**src/rtl/tet_pkg.sv**
```systemverilog
// Shared constants, types and the microcode program of the timeout event table.
package tet_pkg;

    localparam int SLOT_COUNT_DEF = 32;
    localparam int MAX_SLOTS      = 32;

    localparam int KIND_W    = 2;
    localparam int DELAY_W   = 24;
    localparam int HANDLER_W = 8;
    localparam int TAG_W     = 16;
    localparam int SLOT_W    = 5;
    localparam int COUNT_W   = 19;
    localparam int PROD_W    = 32;
    localparam int ENTRY_W   = COUNT_W + HANDLER_W + TAG_W;

    localparam logic [PROD_W-1:0] TICKS_NUM   = PROD_W'(182);
    localparam logic [PROD_W-1:0] TICKS_RECIP = 32'hD1B7_1759;
    localparam int                RECIP_SHIFT = 45;

    localparam logic [KIND_W-1:0] KIND_TICK   = 2'd0;
    localparam logic [KIND_W-1:0] KIND_POST   = 2'd1;
    localparam logic [KIND_W-1:0] KIND_CANCEL = 2'd2;

    localparam logic [KIND_W-1:0] RES_GRANTED = 2'd0;
    localparam logic [KIND_W-1:0] RES_FULL    = 2'd1;
    localparam logic [KIND_W-1:0] RES_FIRED   = 2'd2;

    typedef logic [2:0] upc_t;

    localparam upc_t PC_IDLE       = 3'd0;
    localparam upc_t PC_TICK_RD    = 3'd1;
    localparam upc_t PC_TICK_SLOT  = 3'd2;
    localparam upc_t PC_TICK_FLUSH = 3'd3;
    localparam upc_t PC_POST_MUL1  = 3'd4;
    localparam upc_t PC_POST_MUL2  = 3'd5;
    localparam upc_t PC_POST_SRCH  = 3'd6;
    localparam upc_t PC_POST_GRANT = 3'd7;

    typedef enum logic [2:0] {
        ACT_DISPATCH,
        ACT_READ,
        ACT_TICK_SLOT,
        ACT_FLUSH,
        ACT_MUL1,
        ACT_MUL2,
        ACT_SEARCH,
        ACT_GRANT
    } act_t;

    typedef enum logic [2:0] {
        COND_NEVER,
        COND_ALWAYS,
        COND_DISPATCH,
        COND_MORE,
        COND_SEARCH
    } cond_t;

    typedef struct packed {
        act_t  act;
        cond_t cond;
        upc_t  target;
    } ucode_t;

    // When the condition holds the sequencer jumps to target, else it steps on by one.
    function automatic ucode_t ucode_rom(input upc_t pc);
        ucode_t w;
        case (pc)
            PC_IDLE:       w = '{ACT_DISPATCH,  COND_DISPATCH, PC_IDLE};
            PC_TICK_RD:    w = '{ACT_READ,      COND_NEVER,    PC_IDLE};
            PC_TICK_SLOT:  w = '{ACT_TICK_SLOT, COND_MORE,     PC_TICK_SLOT};
            PC_TICK_FLUSH: w = '{ACT_FLUSH,     COND_ALWAYS,   PC_IDLE};
            PC_POST_MUL1:  w = '{ACT_MUL1,      COND_NEVER,    PC_IDLE};
            PC_POST_MUL2:  w = '{ACT_MUL2,      COND_NEVER,    PC_IDLE};
            PC_POST_SRCH:  w = '{ACT_SEARCH,    COND_SEARCH,   PC_POST_SRCH};
            PC_POST_GRANT: w = '{ACT_GRANT,     COND_ALWAYS,   PC_IDLE};
            default:       w = '{ACT_DISPATCH,  COND_DISPATCH, PC_IDLE};
        endcase
        return w;
    endfunction

endpackage

```
**src/rtl/timeout_event_table_top.sv**
```systemverilog
// Timeout event table: microcoded sequencer over a slot memory with a valid bit per slot.
// A tick walks the slots one per cycle while a stalled output does not hold the walk.
// A post runs two multiply steps, a lowest-free-slot walk and the grant; a stalled output holds the grant.
// A cancel, or an unused kind, keeps the sequencer idle; the next word is accepted in the following cycle.
// The slot walk over the one read port of the slot memory sets the rate; words arrive one at a time.
// Reset clears all valid bits at once, so the table is usable right after reset with no clearing pass.
module timeout_event_table_top
    import tet_pkg::*;
#(
    parameter int SLOT_COUNT = SLOT_COUNT_DEF
)
(
    input  logic                 clk,
    input  logic                 rst_n,
    input  logic                 in_valid,
    output logic                 in_stall,
    input  logic [KIND_W-1:0]    kind,
    input  logic [DELAY_W-1:0]   delay_ms,
    input  logic [HANDLER_W-1:0] handler_id,
    input  logic [TAG_W-1:0]     callback_tag,
    input  logic [SLOT_W-1:0]    slot_index,
    output logic                 out_valid,
    input  logic                 out_stall,
    output logic [KIND_W-1:0]    result_kind,
    output logic [SLOT_W-1:0]    slot_number,
    output logic [HANDLER_W-1:0] fired_handler,
    output logic [TAG_W-1:0]     fired_tag,
    output logic                 last_of_run
);

    localparam int USED = (SLOT_COUNT < MAX_SLOTS) ? SLOT_COUNT : MAX_SLOTS;
    localparam int IW   = (USED > 1) ? $clog2(USED) : 1;

    logic [ENTRY_W-1:0] mem [0:USED-1];

    upc_t                 pc_reg,          pc_next;
    logic [IW-1:0]        idx_reg,         idx_next;
    logic [USED-1:0]      valid_reg,       valid_next;
    logic                 pend_valid_reg,  pend_valid_next;
    logic [IW-1:0]        pend_slot_reg,   pend_slot_next;
    logic [HANDLER_W-1:0] pend_handler_reg, pend_handler_next;
    logic [TAG_W-1:0]     pend_tag_reg,    pend_tag_next;
    logic [DELAY_W-1:0]   delay_reg,       delay_next;
    logic [HANDLER_W-1:0] handler_reg,     handler_next;
    logic [TAG_W-1:0]     tag_reg,         tag_next;
    logic [PROD_W-1:0]    prod_reg,        prod_next;
    logic [COUNT_W-1:0]   quot_reg,        quot_next;
    logic                 out_valid_reg,   out_valid_next;
    logic [KIND_W-1:0]    res_kind_reg,    res_kind_next;
    logic [SLOT_W-1:0]    res_slot_reg,    res_slot_next;
    logic [HANDLER_W-1:0] res_handler_reg, res_handler_next;
    logic [TAG_W-1:0]     res_tag_reg,     res_tag_next;
    logic                 res_last_reg,    res_last_next;
    logic [ENTRY_W-1:0]   rd_data_reg;

    ucode_t               uword;
    logic                 in_accept;
    logic                 out_free;
    logic                 idx_last;
    logic                 slot_on;
    logic                 fire;
    logic                 needs_out;
    logic                 hold;
    logic                 cond_true;
    logic [COUNT_W-1:0]   rd_count;
    logic [HANDLER_W-1:0] rd_handler;
    logic [TAG_W-1:0]     rd_tag;
    logic [2*PROD_W-1:0]  recip_prod;
    logic [IW-1:0]        rd_addr;
    logic                 mem_we;
    logic [ENTRY_W-1:0]   mem_wdata;

    assign uword      = ucode_rom(pc_reg);
    assign in_stall   = (pc_reg != PC_IDLE);
    assign in_accept  = in_valid && !in_stall;
    assign out_free   = !out_valid_reg || !out_stall;
    assign idx_last   = (idx_reg == IW'(USED - 1));
    assign slot_on    = valid_reg[idx_reg];
    assign rd_count   = rd_data_reg[ENTRY_W-1 -: COUNT_W];
    assign rd_handler = rd_data_reg[TAG_W +: HANDLER_W];
    assign rd_tag     = rd_data_reg[TAG_W-1:0];
    assign fire       = slot_on && (rd_count == '0);
    assign recip_prod = (2*PROD_W)'(prod_reg) * (2*PROD_W)'(TICKS_RECIP);

    assign out_valid     = out_valid_reg;
    assign result_kind   = res_kind_reg;
    assign slot_number   = res_slot_reg;
    assign fired_handler = res_handler_reg;
    assign fired_tag     = res_tag_reg;
    assign last_of_run   = res_last_reg;

    always_comb
    begin
        case (uword.act)
            ACT_TICK_SLOT: needs_out = fire && pend_valid_reg;
            ACT_FLUSH:     needs_out = pend_valid_reg;
            ACT_GRANT:     needs_out = 1'b1;
            default:       needs_out = 1'b0;
        endcase
        hold = needs_out && !out_free;

        case (uword.cond)
            COND_ALWAYS: cond_true = 1'b1;
            COND_MORE:   cond_true = !idx_last;
            COND_SEARCH: cond_true = slot_on && !idx_last;
            default:     cond_true = 1'b0;
        endcase

        if ((uword.act == ACT_TICK_SLOT) && !hold && !idx_last)
        begin
            rd_addr = IW'(idx_reg + 1'b1);
        end
        else
        begin
            rd_addr = idx_reg;
        end
    end

    always_comb
    begin
        pc_next           = pc_reg;
        idx_next          = idx_reg;
        valid_next        = valid_reg;
        pend_valid_next   = pend_valid_reg;
        pend_slot_next    = pend_slot_reg;
        pend_handler_next = pend_handler_reg;
        pend_tag_next     = pend_tag_reg;
        delay_next        = delay_reg;
        handler_next      = handler_reg;
        tag_next          = tag_reg;
        prod_next         = prod_reg;
        quot_next         = quot_reg;
        out_valid_next    = out_valid_reg && out_stall;
        res_kind_next     = res_kind_reg;
        res_slot_next     = res_slot_reg;
        res_handler_next  = res_handler_reg;
        res_tag_next      = res_tag_reg;
        res_last_next     = res_last_reg;
        mem_we            = 1'b0;
        mem_wdata         = {quot_reg, handler_reg, tag_reg};

        if (!hold)
        begin
            if (uword.cond == COND_DISPATCH)
            begin
                pc_next = PC_IDLE;
                if (in_accept)
                begin
                    case (kind)
                        KIND_TICK: pc_next = PC_TICK_RD;
                        KIND_POST: pc_next = PC_POST_MUL1;
                        default:   pc_next = PC_IDLE;
                    endcase
                end
            end
            else if (cond_true)
            begin
                pc_next = uword.target;
            end
            else
            begin
                pc_next = upc_t'(pc_reg + 1'b1);
            end

            case (uword.act)
                ACT_DISPATCH:
                begin
                    if (in_accept)
                    begin
                        idx_next     = '0;
                        delay_next   = delay_ms;
                        handler_next = handler_id;
                        tag_next     = callback_tag;
                        if ((kind == KIND_CANCEL) && ({1'b0, slot_index} < (SLOT_W+1)'(USED)))
                        begin
                            valid_next[slot_index[IW-1:0]] = 1'b0;
                        end
                    end
                end
                ACT_TICK_SLOT:
                begin
                    if (slot_on)
                    begin
                        if (rd_count != '0)
                        begin
                            mem_we    = 1'b1;
                            mem_wdata = {COUNT_W'(rd_count - 1'b1), rd_handler, rd_tag};
                        end
                        else
                        begin
                            valid_next[idx_reg] = 1'b0;
                            if (pend_valid_reg)
                            begin
                                out_valid_next   = 1'b1;
                                res_kind_next    = RES_FIRED;
                                res_slot_next    = SLOT_W'(pend_slot_reg);
                                res_handler_next = pend_handler_reg;
                                res_tag_next     = pend_tag_reg;
                                res_last_next    = 1'b0;
                            end
                            pend_valid_next   = 1'b1;
                            pend_slot_next    = idx_reg;
                            pend_handler_next = rd_handler;
                            pend_tag_next     = rd_tag;
                        end
                    end
                    if (!idx_last)
                    begin
                        idx_next = IW'(idx_reg + 1'b1);
                    end
                end
                ACT_FLUSH:
                begin
                    if (pend_valid_reg)
                    begin
                        out_valid_next   = 1'b1;
                        res_kind_next    = RES_FIRED;
                        res_slot_next    = SLOT_W'(pend_slot_reg);
                        res_handler_next = pend_handler_reg;
                        res_tag_next     = pend_tag_reg;
                        res_last_next    = 1'b1;
                    end
                    pend_valid_next = 1'b0;
                end
                ACT_MUL1:
                begin
                    prod_next = PROD_W'(delay_reg) * TICKS_NUM;
                end
                ACT_MUL2:
                begin
                    quot_next = recip_prod[RECIP_SHIFT +: COUNT_W];
                end
                ACT_SEARCH:
                begin
                    if (cond_true)
                    begin
                        idx_next = IW'(idx_reg + 1'b1);
                    end
                end
                ACT_GRANT:
                begin
                    out_valid_next   = 1'b1;
                    res_handler_next = '0;
                    res_tag_next     = '0;
                    res_last_next    = 1'b1;
                    if (!slot_on)
                    begin
                        valid_next[idx_reg] = 1'b1;
                        mem_we              = 1'b1;
                        mem_wdata           = {quot_reg, handler_reg, tag_reg};
                        res_kind_next       = RES_GRANTED;
                        res_slot_next       = SLOT_W'(idx_reg);
                    end
                    else
                    begin
                        res_kind_next = RES_FULL;
                        res_slot_next = '0;
                    end
                end
                default:
                begin
                end
            endcase
        end
    end

    always_ff @(posedge clk or negedge rst_n)
    begin
        if (!rst_n)
        begin
            pc_reg           <= PC_IDLE;
            idx_reg          <= '0;
            valid_reg        <= '0;
            pend_valid_reg   <= 1'b0;
            pend_slot_reg    <= '0;
            pend_handler_reg <= '0;
            pend_tag_reg     <= '0;
            delay_reg        <= '0;
            handler_reg      <= '0;
            tag_reg          <= '0;
            prod_reg         <= '0;
            quot_reg         <= '0;
            out_valid_reg    <= 1'b0;
            res_kind_reg     <= RES_GRANTED;
            res_slot_reg     <= '0;
            res_handler_reg  <= '0;
            res_tag_reg      <= '0;
            res_last_reg     <= 1'b0;
        end
        else
        begin
            pc_reg           <= pc_next;
            idx_reg          <= idx_next;
            valid_reg        <= valid_next;
            pend_valid_reg   <= pend_valid_next;
            pend_slot_reg    <= pend_slot_next;
            pend_handler_reg <= pend_handler_next;
            pend_tag_reg     <= pend_tag_next;
            delay_reg        <= delay_next;
            handler_reg      <= handler_next;
            tag_reg          <= tag_next;
            prod_reg         <= prod_next;
            quot_reg         <= quot_next;
            out_valid_reg    <= out_valid_next;
            res_kind_reg     <= res_kind_next;
            res_slot_reg     <= res_slot_next;
            res_handler_reg  <= res_handler_next;
            res_tag_reg      <= res_tag_next;
            res_last_reg     <= res_last_next;
        end
    end

    always_ff @(posedge clk)
    begin
        if (mem_we)
        begin
            mem[idx_reg] <= mem_wdata;
        end
        rd_data_reg <= mem[rd_addr];
    end

endmodule

```
**config.mk**
```make
export PLATFORM = sky130hd
export DESIGN_NAME = timeout_event_table_top
export DESIGN_NICKNAME = d
export VERILOG_FILES = /design/src/rtl/tet_pkg.sv /design/src/rtl/timeout_event_table_top.sv
export SDC_FILE = /design/constraint.sdc
export NUM_CORES = 2
export LEC_CHECK = 0
export ABC_AREA = 0
export BUFFER_PORTS_ARGS = -buffer_cell sky130_fd_sc_hd__buf_2
export CAP_MARGIN = 0
export CORE_ASPECT_RATIO = 1.25
export CORE_MARGIN = 2
export CORE_UTILIZATION = 51
export CTS_BUF_LIST = sky130_fd_sc_hd__clkbuf_4 sky130_fd_sc_hd__clkbuf_8
export DETAILED_ROUTE_END_ITERATION = 7
export GPL_ROUTABILITY_DRIVEN = 0
export HOLD_SLACK_MARGIN = 0.15
export PLACE_DENSITY_LB_ADDON = 0.08
export SLEW_MARGIN = 15
export SYNTH_ARGS = -nofsm -noshare
export SYNTH_HDL_FRONTEND = slang
export SYNTH_SLANG_ARGS = --single-unit
export TNS_END_PERCENT = 50
```
**constraint.sdc**
```tcl
create_clock -name clk -period 16.2 [get_ports clk]
set_input_delay 4.05 -clock clk [delete_from_list [all_inputs] [get_ports clk]]
set_output_delay 4.05 -clock clk [all_outputs]
set_load 0.02 [all_outputs]
```
Yosys cells after proc, flatten, opt, wreduce, memory -nomap -nowiden
Memories as Yosys holds them, arrays and structs flattened. A register that Yosys moved wholly into a read port is not among the register bits.
Index checks and enable logic that the tools add are counted.
{ "op_classes": {"addsub": 3, "mul": 2, "magnitude_cmp": 4, "eq_ne": 22, "mux": 65, "bitwise": 7, "reduce_logical": 35} }
{ "ops": {"columns": ["op", "count"], "rows": [
  ["2-to-1 mux 43 bit", 4],
  ["2-to-1 mux 32 bit", 5],
  ["case mux 32 bit (3 select lines)", 1],
  ["bitwise AND 32 bit", 2],
  ["inverter 32 bit", 2],
  ["multiplier 31 x 32 -> 63 bit, second input constant", 1],
  ["2-to-1 mux 16 bit", 3],
  ["case mux 16 bit (3 select lines)", 1],
  ["2-to-1 mux 5 bit", 8],
  ["OR 32 bit", 1],
  ["multiplier 24 x 7 -> 31 bit, second input constant", 1],
  ["case mux 5 bit (3 select lines)", 2],
  ["2-to-1 mux 8 bit", 3],
  ["case mux 8 bit (3 select lines)", 1],
  ["2-to-1 mux 1 bit", 20],
  ["logical NOT 19 bit", 1],
  ["nonzero test 19 bit", 1],
  ["subtractor 19 x 1 -> 19 bit, second input constant", 1],
  ["!= test 2 bit, second input constant", 9],
  ["equality test 3 bit, second input constant", 5],
  ["equality test 3 x 2 -> 1 bit, second input constant", 4],
  ["less-than comparator 5 x 6 -> 1 bit, second input constant", 2],
  ["case mux 1 bit (3 select lines)", 4],
  ["AND reduction 4 bit", 3],
  ["27 further kinds", 53]
]} }
{ "word_totals": {"ff_bits": 201, "ramBits": 1376, "mem_bits_ro": 64, "inputBits": 59, "out_inout_bits": 34, "word_cells": 158, "mem_count": 2} }
{ "memory_table": {"columns": ["name", "words", "word_bits", "rd", "rd_clocked_by_memory_dff", "wr", "line_no", "source"], "rows": [
  ["mem", 32, 43, 1, 1, 1, "timeout_event_table_top.sv:34", "logic [ENTRY_W-1:0] mem [0:USED-1];"],
  ["(no name shown)", 8, 8, 1, 0, 0, "tet_pkg.sv:67", "case (pc)"]
]} }

Logic depth before layout (Yosys ltp)
{ "logic_depth": {"word_depth": 10, "mapped_depth": 26, "mapped_depth_nobuf": 26} }

Least setup slack after synthesis
OpenSTA, ideal clock, no wires.
{ "synth_timing": {"kind": "input to register", "startpoint": "in out_stall", "endpoint": "mem mem[16][0] (netlist name) (enable)", "arrival_time_ns": 6.500, "t_required_ns": 15.756, "slack_ns": 9.256, "path_stages": 5, "path_buffers": 0, "cell_sequence": "nand2_1 -> nor2_1 -> a21oi_1 -> nand2_1 -> nor2_1"} }
{ "synth_between": {"elab_chain_cells": 7} }
{ "synth_rtl": {"columns": ["element", "line_no", "source"], "rows": [
  ["start: declaration", "timeout_event_table_top.sv:23", "input logic out_stall,"],
  ["logical NOT 1 bit", "timeout_event_table_top.sv:76", "assign out_free = !out_valid_reg || !out_stall;"],
  ["logical OR 1 bit", "timeout_event_table_top.sv:76", null],
  ["logical NOT 1 bit", "timeout_event_table_top.sv:100", "hold = needs_out && !out_free;"],
  ["logical AND 1 bit", "timeout_event_table_top.sv:100", null],
  ["2-to-1 mux 1 bit", "timeout_event_table_top.sv:142", "if (!hold)"],
  ["2-to-1 mux 1 bit", "timeout_event_table_top.sv:315", "if (mem_we)"],
  ["2-to-1 mux 1 bit (implied by the code)", "timeout_event_table_top.sv:317", "mem[idx_reg] <= mem_wdata;"],
  ["end: declaration", "timeout_event_table_top.sv:34", null]
]} }
Every way passes these cells.

Worst setup path in the final report
{ "layout_timing": {"startpoint": "reg prod_reg[12]", "endpoint": "reg quot_reg[17]"} }
{ "layout_between": {"elab_chain_cells": 1} }
{ "layout_rtl": {"columns": ["element", "line_no", "source"], "rows": [
  ["start: declaration", "timeout_event_table_top.sv:46", "logic [PROD_W-1:0] prod_reg, prod_next;"],
  ["start signal: assignment", "timeout_event_table_top.sv:302", "prod_reg <= prod_next;"],
  ["multiplier 31 x 32 -> 63 bit", "timeout_event_table_top.sv:83", "assign recip_prod = (2*PROD_W)'(prod_reg) * (2*PROD_W)'(TICKS_RECIP);"],
  ["end signal: assignment", "timeout_event_table_top.sv:303", "quot_reg <= quot_next;"],
  ["end: declaration", "timeout_event_table_top.sv:47", "logic [COUNT_W-1:0] quot_reg, quot_next;"]
]} }
Every way passes these cells.
A chain may end at the register's enable or synchronous reset.

==> key figures <==
STA
  – Setup slack after layout: 7.77 ns
  – Final cycle utilization of the critical path: 0.520
  – Slew @ Worst Pin: ~1.3 ns
  – Hold Fails Final Rpt: 0
  – FMAX: between 100 and 150 MHz
  – Setup TNS: 0 ns
  – Slew Limit Fails: 0
  – RSZ-0062 raised after global routing: no
  – Final min period: between 8 and 9 ns
  – Max_slew headroom: 0.166
  – Fin Clk Skew: 0.0948 ns
  – Setup Viol. Count Final: 0

Synth
  – Adder-Cell Fraction of Synth Area: 0.181
  – Xor-xnor portion of the synthesized cell area: 0.00503
  – Seq/Total Area, Yosys: 0.564
  – Complex-gate fraction of the synthesized area: 0.0488
  – Largest family of logic cells by synthesized area: adder cells
  – Synth warn: 0
  – Post-synth top area cell: edfxtp_1
  – Ranking of synthesized cells by area: edfxtp_1, fa_1, nand2_1
  – Most frequent cells after synthesis: nand2_1, edfxtp_1, inv_1
  – Post-synth EDFFs: 1376
  – Mapped Nets: 7759
  – Cells after Synth: between 6000 and 7000
  – Simple-Gate Fraction of Synth Area: 0.128
  – Syn Area/Cell: 12.3 µm²
  – Mapped Area: 83600 µm²
  – Count leader, synth: nand2_1
  – Top_reg_cell synth: edfxtp_1
  – Post-synthesis mux area share: 0.0249
  – Async SR Flop Fraction: 0.124
  – Post-synth top area share: 0.494
  – Post-synthesis register bit count: 1620
  – Synth cell types: 84

Layout
  – Layout filler cell count: ~14000
  – Area occupied by multi-input gates: 32900 µm²
  – Max reg flops: 1376
  – Final #Nets: a little under 8000
  – Share of cells above drive strength 1: 0.112
  – Area growth, synth to finish: 10.1%
  – Area occupied by registers: 47200 µm²
  – Post-route insts no fill: 9327

Clocking
  – Clock tree root buffer cell: clkbuf_8
  – Deepest clock path buffer count: 4
  – Post-cts sizing count: 0
  – CTS Hold Bufs: 0
  – Number of buffers created by CTS: ~280
  – CTS tree: built
  – Worst-path clk slew: 0.08 ns
  – Post-CTS Setup Inserts: 0
  – Worst-Skew Late Latency: 1.01 ns
  – Num Clock Sinks: 1620
  – H-tree depth: 5

Worst setup path
  – Setup crit end kind: flip-flop
  – CP Data Required Time: 17.09 ns
  – Slowest cell on crit path: dfrtp_1
  – Worst-path fanout max: 8
  – Critical path's largest stage delay: 0.72 ns
  – Cell Chain, Critical Path: inv_1 -> ha_1 -> inv_1 -> fa_1 -> inv_1 -> fa_1 -> inv_1 -> fa_1 -> fa_1 -> fa_1 -> fa_1 -> inv_1 -> fa_1 -> inv_1 -> ha_1 -> nand4_1 -> nor3_1 -> nand3_1 -> o21ai_0 -> nor3_1 -> a211oi_1 -> o21ai_0 -> and4_1 -> o31ai_1
  – Critical path arrival: just over 9 ns
  – Critical path's top delay family: adder cells
  – Worst Path Buf+Inv: 6
  – Startpoint types: flip-flop
  – Critical path class: reg -> reg
  – CP dominant cell by count: fa_1

Drt
  – DR vias/cell: 5.92
  – DRT iter0 DRCs: 5479
  – Routed WL: 255 mm
  – Routed WL per cell: between 20 and 30 µm
  – Via Count: 55200
  – First-pass DRT Iterations: 5
  – Routed Antenna Nets: 0
  – DRC Markers: 0

Min path
  – Hold Crit Class: reg -> reg

Die
  – Core ar.: 163000 µm²
  – Rows: 166
  – Die W: 366 µm
  – Initial Utilization: 0.512
  – Die area: about 170000 µm²
  – Number of I/O pins: 93
  – Die H: 457 µm

GRT
  – GR peak layer: met2
  – Global-route met1 utilization: 0.390
  – GR Util met3: 0.0439
  – Largest net degree at the start of global routing: 174
  – First-pass GRT wire length: ~370 mm
  – Gr usage total: 0.306
  – Congestion Overflow GR: 0
  – Initial antenna violation count: 3
  – Met2 Usage GRT: 0.523
  – Vias in the first global route: ~55000

Run
  – Max-cap viol count: 0

Outcome
  – Outcome: finished, final reports clean

Place
  – Port buffer count: 92
  – Pre-CTS setup slack: 7.58 ns
  – Placed cells: slightly below 9000
  – DP Wirelength: 149 mm
worst paths after layout:
kind,start,end,slack (ns),depth (start not counted)
worst min-delay path,fired_handler[3],fired_handler[3],0.47,2
worst max-delay path,prod_reg[12],quot_reg[17],7.77,24
worst min register to register,fired_handler[3],fired_handler[3],0.47,2
worst max register to register,prod_reg[12],quot_reg[17],7.77,24
max in group asynchronous,rst_n,fired_handler[3],11.66,2
min in group asynchronous,rst_n,delay_reg[1],3.06,1
layout make-up:
| cell class | instances | area share |
|---|---|---|
| Sequential cell | 1620 | 0.513 |
| Clock inverter | 56 | 0.00359 |
| Timing Repair Buffer | 186 | 0.0137 |
| Tap cell | 2184 | 0.0297 |
| Inverter | 657 | 0.0268 |
| Antenna cell | 3 | 0.0000815 |
| Multi-Input combinational cell | 4199 | 0.357 |
| Clock buffer | 422 | 0.0563 |
cell families after synthesis:
kind of cell | Yosys count
adders and majority gates | 919
muxes | 180
AOI/OAI and AO/OA | 612
xor gates and xnor gates | 48
and+or+nand+nor | 2440
buffers and inverters | 962
DFF | 1620
routing by layer:
metal | part of all wire | wire length, µm
met2 | 0.51 | 129000
met4 | 0.047 | 12000
met5 | 0 | 0
met3 | 0.063 | 16100
met1 | 0.38 | 97700
through the flow:
stage | hold WS (ns) | instance area, µm² | util
after floorplan | 0.448 | 83600 | -
after global routing | 0.493 | 92100 | 0.564
after CTS | 0.463 | 92000 | 0.564
after global placement | 0.448 | 86500 | 0.530
after detailed placement | 0.451 | 86500 | 0.530
final | 0.466 | 92100 | 0.564
tightest hold or removal path: stages (launching register included):
cell and delay [ns]:
dfrtp_1 0.34, nand2_1 0.05, nand2_1 0.05
placed cells by master, fill, tap and decap left out, drive strengths merged, types with 9 or more instances in the layout:
cell	n
dfxtp	43
nand2	1491
nor3b	9
nor2	102
buf	186
a31oi	106
or3	9
nand2b	11
mux2i	90
xor2	21
inv	658
o21a	12
ha	435
a21o	49
and2	10
and3	15
mux2	82
nor2b	11
dfrtp	201
a21oi	108
o21ai	128
o31ai	12
nor3	31
xnor2	27
fa	484
nand4	227
clkbuf	422
clkinv	48
a211oi	10
o22ai	16
nand3	489
a32oi	91
or2	9
edfxtp	1376
Power is left out: the tool's default activity adds up to more than one toggle a clock period on the data nets, which glitch-free logic cannot reach.
